--- src/rtl/core/frf_pkg.sv ---
// Shared types and constants of the framed record FIFO.
package frf_pkg;

   localparam int CMD_W       = 2;
   localparam int STATUS_W    = 3;
   localparam int ID_W        = 16;
   localparam int LEN_W       = 16;
   localparam int FLEN_W      = 6;
   localparam int BYTE_W      = 8;
   localparam int DROP_W      = 32;
   localparam int HDR_BYTES   = 4;
   localparam int QUEUE_DEPTH = 2;

   localparam logic [CMD_W-1:0] CMD_START  = 2'd0;
   localparam logic [CMD_W-1:0] CMD_BYTE   = 2'd1;
   localparam logic [CMD_W-1:0] CMD_READ   = 2'd2;
   localparam logic [CMD_W-1:0] CMD_UNUSED = 2'd3;

   localparam logic [STATUS_W-1:0] ST_OK        = 3'd0;
   localparam logic [STATUS_W-1:0] ST_DROPPED   = 3'd1;
   localparam logic [STATUS_W-1:0] ST_EMPTY     = 3'd2;
   localparam logic [STATUS_W-1:0] ST_TOO_SMALL = 3'd3;
   localparam logic [STATUS_W-1:0] ST_IGNORED   = 3'd4;

   typedef struct packed {
      logic [CMD_W-1:0]  command;
      logic [ID_W-1:0]   record_id;
      logic [LEN_W-1:0]  payload_len;
      logic [BYTE_W-1:0] payload_byte;
      logic [LEN_W-1:0]  read_limit;
   } frf_req_type;

   typedef struct packed {
      logic [STATUS_W-1:0] status;
      logic [ID_W-1:0]     frame_id;
      logic [FLEN_W-1:0]   frame_len;
      logic [BYTE_W-1:0]   data_byte;
      logic                is_data;
      logic                last;
      logic [DROP_W-1:0]   drop_count;
   } frf_rsp_type;

   // Classified command as it travels from the front end to the back end.
   typedef struct packed {
      logic [CMD_W-1:0]  op;
      logic              oversize;
      logic [ID_W-1:0]   record_id;
      logic [LEN_W-1:0]  payload_len;
      logic [BYTE_W-1:0] payload_byte;
      logic [LEN_W-1:0]  read_limit;
   } frf_item_type;

endpackage

--- src/rtl/core/frf_front.sv ---
// Front end: accepts request beats, classifies them and queues them for the back end.
module frf_front #(
   parameter int MAX_PAYLOAD = 63
) (
   input  logic                 clock,
   input  logic                 reset,
   input  logic                 req_valid,
   output logic                 req_ready,
   input  frf_pkg::frf_req_type req_data,
   output logic                 item_valid,
   input  logic                 item_ready,
   output frf_pkg::frf_item_type item
);

   localparam int QPTR_W = (frf_pkg::QUEUE_DEPTH > 1) ? $clog2(frf_pkg::QUEUE_DEPTH) : 1;
   localparam int QCNT_W = $clog2(frf_pkg::QUEUE_DEPTH + 1);
   localparam logic [QPTR_W-1:0] QLAST = QPTR_W'(frf_pkg::QUEUE_DEPTH - 1);
   localparam logic [QCNT_W-1:0] QFULL = QCNT_W'(frf_pkg::QUEUE_DEPTH);

   frf_pkg::frf_item_type entry_ff [frf_pkg::QUEUE_DEPTH];
   logic [QPTR_W-1:0] wr_ptr_ff, wr_ptr_in;
   logic [QPTR_W-1:0] rd_ptr_ff, rd_ptr_in;
   logic [QCNT_W-1:0] count_ff, count_in;
   frf_pkg::frf_item_type classified;
   logic push, pop;

   assign req_ready  = (count_ff != QFULL);
   assign item_valid = (count_ff != '0);
   assign item       = entry_ff[rd_ptr_ff];

   // Unused command codes are swallowed here and never reach the back end.
   assign push = req_valid && req_ready && (req_data.command != frf_pkg::CMD_UNUSED);
   assign pop  = item_valid && item_ready;

   always_comb begin
      classified.op           = req_data.command;
      classified.oversize     = (req_data.payload_len > frf_pkg::LEN_W'(MAX_PAYLOAD));
      classified.record_id    = req_data.record_id;
      classified.payload_len  = req_data.payload_len;
      classified.payload_byte = req_data.payload_byte;
      classified.read_limit   = req_data.read_limit;
   end

   always_comb begin
      wr_ptr_in = wr_ptr_ff;
      rd_ptr_in = rd_ptr_ff;
      count_in  = count_ff;
      if (push) begin
         wr_ptr_in = (wr_ptr_ff == QLAST) ? '0 : wr_ptr_ff + 1'b1;
      end
      if (pop) begin
         rd_ptr_in = (rd_ptr_ff == QLAST) ? '0 : rd_ptr_ff + 1'b1;
      end
      if (push && !pop) begin
         count_in = count_ff + 1'b1;
      end else if (pop && !push) begin
         count_in = count_ff - 1'b1;
      end
   end

   always_ff @(posedge clock) begin
      if (reset) begin
         wr_ptr_ff <= '0;
         rd_ptr_ff <= '0;
         count_ff  <= '0;
      end else begin
         wr_ptr_ff <= wr_ptr_in;
         rd_ptr_ff <= rd_ptr_in;
         count_ff  <= count_in;
      end
   end

   always_ff @(posedge clock) begin
      if (push) begin
         entry_ff[wr_ptr_ff] <= classified;
      end
   end

endmodule

--- config.mk ---
export PLATFORM = sky130hd
export DESIGN_NAME = frf_front
export DESIGN_NICKNAME = d
export VERILOG_FILES = /design/src/rtl/core/frf_pkg.sv /design/src/rtl/core/frf_front.sv
export SDC_FILE = /design/constraint.sdc
export NUM_CORES = 1
export LEC_CHECK = 0
export BUFFER_PORTS_ARGS = -buffer_cell sky130_fd_sc_hd__buf_2
export CORE_MARGIN = 5
export CORE_UTILIZATION = 52
export CTS_BUF_LIST = sky130_fd_sc_hd__clkbuf_8 sky130_fd_sc_hd__clkbuf_16
export CTS_CLUSTER_DIAMETER = 150
export DETAILED_ROUTE_END_ITERATION = 16
export GPL_TIMING_DRIVEN = 0
export PLACE_DENSITY = 0.79
export SYNTH_ARGS = -nofsm -noshare
export SYNTH_HDL_FRONTEND = slang
export SYNTH_SLANG_ARGS = --single-unit
--- constraint.sdc ---
create_clock -name clock -period 4.9 [get_ports clock]
set_input_delay 0.245 -clock clock [delete_from_list [all_inputs] [get_ports clock]]
set_output_delay 0.245 -clock clock [all_outputs]
set_load 0.1 [all_outputs]
==> results.sh <==
export IMPL_vdd_drop_max_mv=0.488
export IMPL_postPlaceCellArea_sq_um=5370
export IMPL_post_synth_top_count_cell="edfxtp_1"
export IMPL_end_kind="output port"
export IMPL_grt_total_usage_pct=18.2
export IMPL_combPwrFrac_pct=43.1
export IMPL_syn_inst=213
export IMPL_worst_slew_pin_transition_ns=0.812
export IMPL_ant_nets=0
export IMPL_core_sq_um=8640
export IMPL_power_mw=4.36
export IMPL_synth_area_leaders="edfxtp_1, mux2_2, mux2_4, dfxtp_1, xor2_1"
export IMPL_cp_start_kind="flop"
export IMPL_power_density_nw_per_um2=670
export IMPL_period_share_pct=44.6
export IMPL_clock_path_buffers=2
export IMPL_arrival_ns=1.94
export IMPL_worstSkewPairLatency_ns=0.51
export IMPL_cts_tree="done"
export IMPL_grt_pass1_vias=2908
export IMPL_nFillCells=512
export IMPL_dieArea_sq_um=10700
export IMPL_synth_edf_count=118
export IMPL_grt_setup_unrepaired="no"
export IMPL_design_area_sq_um=6500
export IMPL_io_pins=123
export IMPL_p_leak_nw=2.50
export IMPL_clock_root_buffer="clkbuf_8"
export IMPL_min_period_ns=2.18
export IMPL_async_flop_share_pct=0
export IMPL_die_x_um=104
export IMPL_ys_ff_latch=123
export IMPL_min_from="item_ready"
export IMPL_clk_pin_slew_worst_paths_ns=0.05
export IMPL_critPathKind="reg -> out"
export IMPL_wl_met3_um=485
export IMPL_yosys_warnings=0
export IMPL_clkPwrFrac_pct=26.1
export IMPL_initial_utilization_pct=52.8
export IMPL_cp_max_fo=10
export IMPL_m1WireLength_um=3570
export IMPL_layout_drive_gt1_share_pct=52.8
export IMPL_drt_pass1_iter_count=4
export IMPL_synth_distinct_cells=21
export IMPL_hpwlAfterDp_um=5370
export IMPL_clock_sinks=123
export IMPL_insertedDiodeCount=0
export IMPL_fp_row_count=34
export IMPL_yosys_area_top_type="edfxtp_1"
export IMPL_die_height_um=104
export IMPL_grt_pass1_wl_um=15100
export IMPL_gp_congestion=0.666
export IMPL_power_switching_mw=1.94
export IMPL_crit_required_ns=4.66
export IMPL_first_iter_violations=125
export IMPL_routed_wl_um=9290
export IMPL_status="finished, final reports clean"
export IMPL_max_slew_margin_rel_pct=45.8
export IMPL_wl_per_cell_um=17.4
export IMPL_routed_top_layer="met4"
export IMPL_drt_vias_per_instance=4.88
export IMPL_p_seq_share_pct=30.7
export IMPL_grt_start_max_net_pins=60
export IMPL_synth_top_cells_by_count="edfxtp_1, mux2_2, mux2_4"
export IMPL_drc_errors=0
export IMPL_layout_area_overhead_vs_synth_pct=42.7
export IMPL_maxSlewViolCount=0
export IMPL_port_buffers=122
export IMPL_syn_num_nets=276
export IMPL_wl_met2_um=5120
export IMPL_timing_rr_start="count_ff[0]"
export IMPL_synthesis_area_sq_um=4560
export IMPL_synthFlopType="edfxtp_1"
export IMPL_cts_buffers=17
export IMPL_syn_area_per_cell_sq_um=21.4
export IMPL_internal_power_mw=2.41
export IMPL_ys_seq_area_share_pct=79.9
export IMPL_overflow=0
export IMPL_switching_share_pct=44.6
export IMPL_h_tree_depth=4
export IMPL_antenna_found_initial=0
export IMPL_fin_skew_ns=0.0133
export IMPL_max_freq_ghz=0.458
export IMPL_hp_class="in -> reg"
export IMPL_synth_top_cell_area_share_pct=77.7
export IMPL_maxCapViolations=0
export IMPL_via_count=2605
export IMPL_fin_nets=478
export IMPL_finalSetupViolCount=0
export IMPL_hold_viol=0
export IMPL_ctsResizeCount=0
[final timing paths]
| path | slack (ns) | depth (start not counted) | to |
|---|---|---|---|
| setup reg to reg | 2.79 | 5 | entry_ff[0][5] |
| setup / recovery | 2.72 | 5 | item[51] |
| hold reg to reg | 0.56 | 2 | flop |
| hold / removal | 0.21 | 4 | flop |
[registers in the layout (all words and copies together) (netlist names), named ones only]
name	flops
entry_ff	118
count_ff	2
rd_ptr_ff	1
wr_ptr_ff	1
[worst max-delay path, stage by stage, from the launching register on]
cell	delay [ns]
dfxtp_1	0.30
buf_2	0.15
buf_6	0.17
buf_6	0.19
mux2_4	0.32
buf_2	0.29
[cell usage in the layout, fill, tap and decap left out, types with 2 or more instances in the layout]
cell,n
clkbuf_16,16
mux2_4,11
clkinvlp_4,4
edfxtp_1,118
dfxtp_1,5
buf_2,127
bufinv_16,2
dlygate4sd3_1,59
mux2_2,49
clkinv_2,4
nor4_1,2
buf_6,2
xor2_1,3
buf_16,2
clkinv_4,2
nor2_1,5
[power by group through the flow]
stage                     combinational (mW)  sequential [mW]  clock (mW)
final                                   1.88             1.34        1.14
after floorplan                         1.58             1.36           0
after global placement                  1.81             1.37           0
after CTS                               1.89             1.34        1.16
after detailed placement                1.85             1.36           0
after global routing                    1.94             1.35        1.22
[layer usage]
metal,up-vias,global-route usage [%]
met5,-,0
met1,1262,19.5
met2,87,32.7
met4,0,7.31
li1,1247,-
met3,9,6.22
[kinds of logic (layout without fill, tap and decap cells)]
family | after synthesis | after routing | share of synthesized area [%]
DFF | 123 | 123 | 79.9
and+or+nand+nor | 16 | 16 | 2.11
muxes | 60 | 60 | 15.7
adders and majority gates | 1 | 1 | 0.274
buffers and inverters | 7 | 220 | 1.04
xor gates and xnor gates | 3 | 3 | 0.577
AOI/OAI and AO/OA | 3 | 3 | 0.329
[stage by stage]
step / utilization, % / worst slack [ns] / hold WS [ns] / setup TNS (ns) / instances
after global placement: 61.4 / -0.431 / 0.434 / -25.35 / 443
after global routing: 75.3 / 2.63 / 0.215 / 0 / 534
after CTS: 75.3 / 2.66 / 0.196 / 0 / 534
after floorplan: - / 0.777 / 0.314 / 0 / 213
after detailed placement: 62.2 / 2.79 / 0.438 / 0 / 445
final: 75.3 / 2.72 / 0.213 / 0 / 534
[layout make-up]
type,count,area (sq um),share of cell area [%]
multi-input combinational,83,877,13.5
sequential,123,3640,56.0
tap,108,135,2.08
clock inverter,13,131,2.02
clock buffer,17,414,6.37
timing repair buffer,183,1260,19.3
buffer,7,47.5,0.731
[repair_timing]
item,4_1_cts,5_1_grt
hold endpoints to repair,120,0
hold buffers,59,0
setup buffers,0,0
Power figures use the tool's default switching activity.
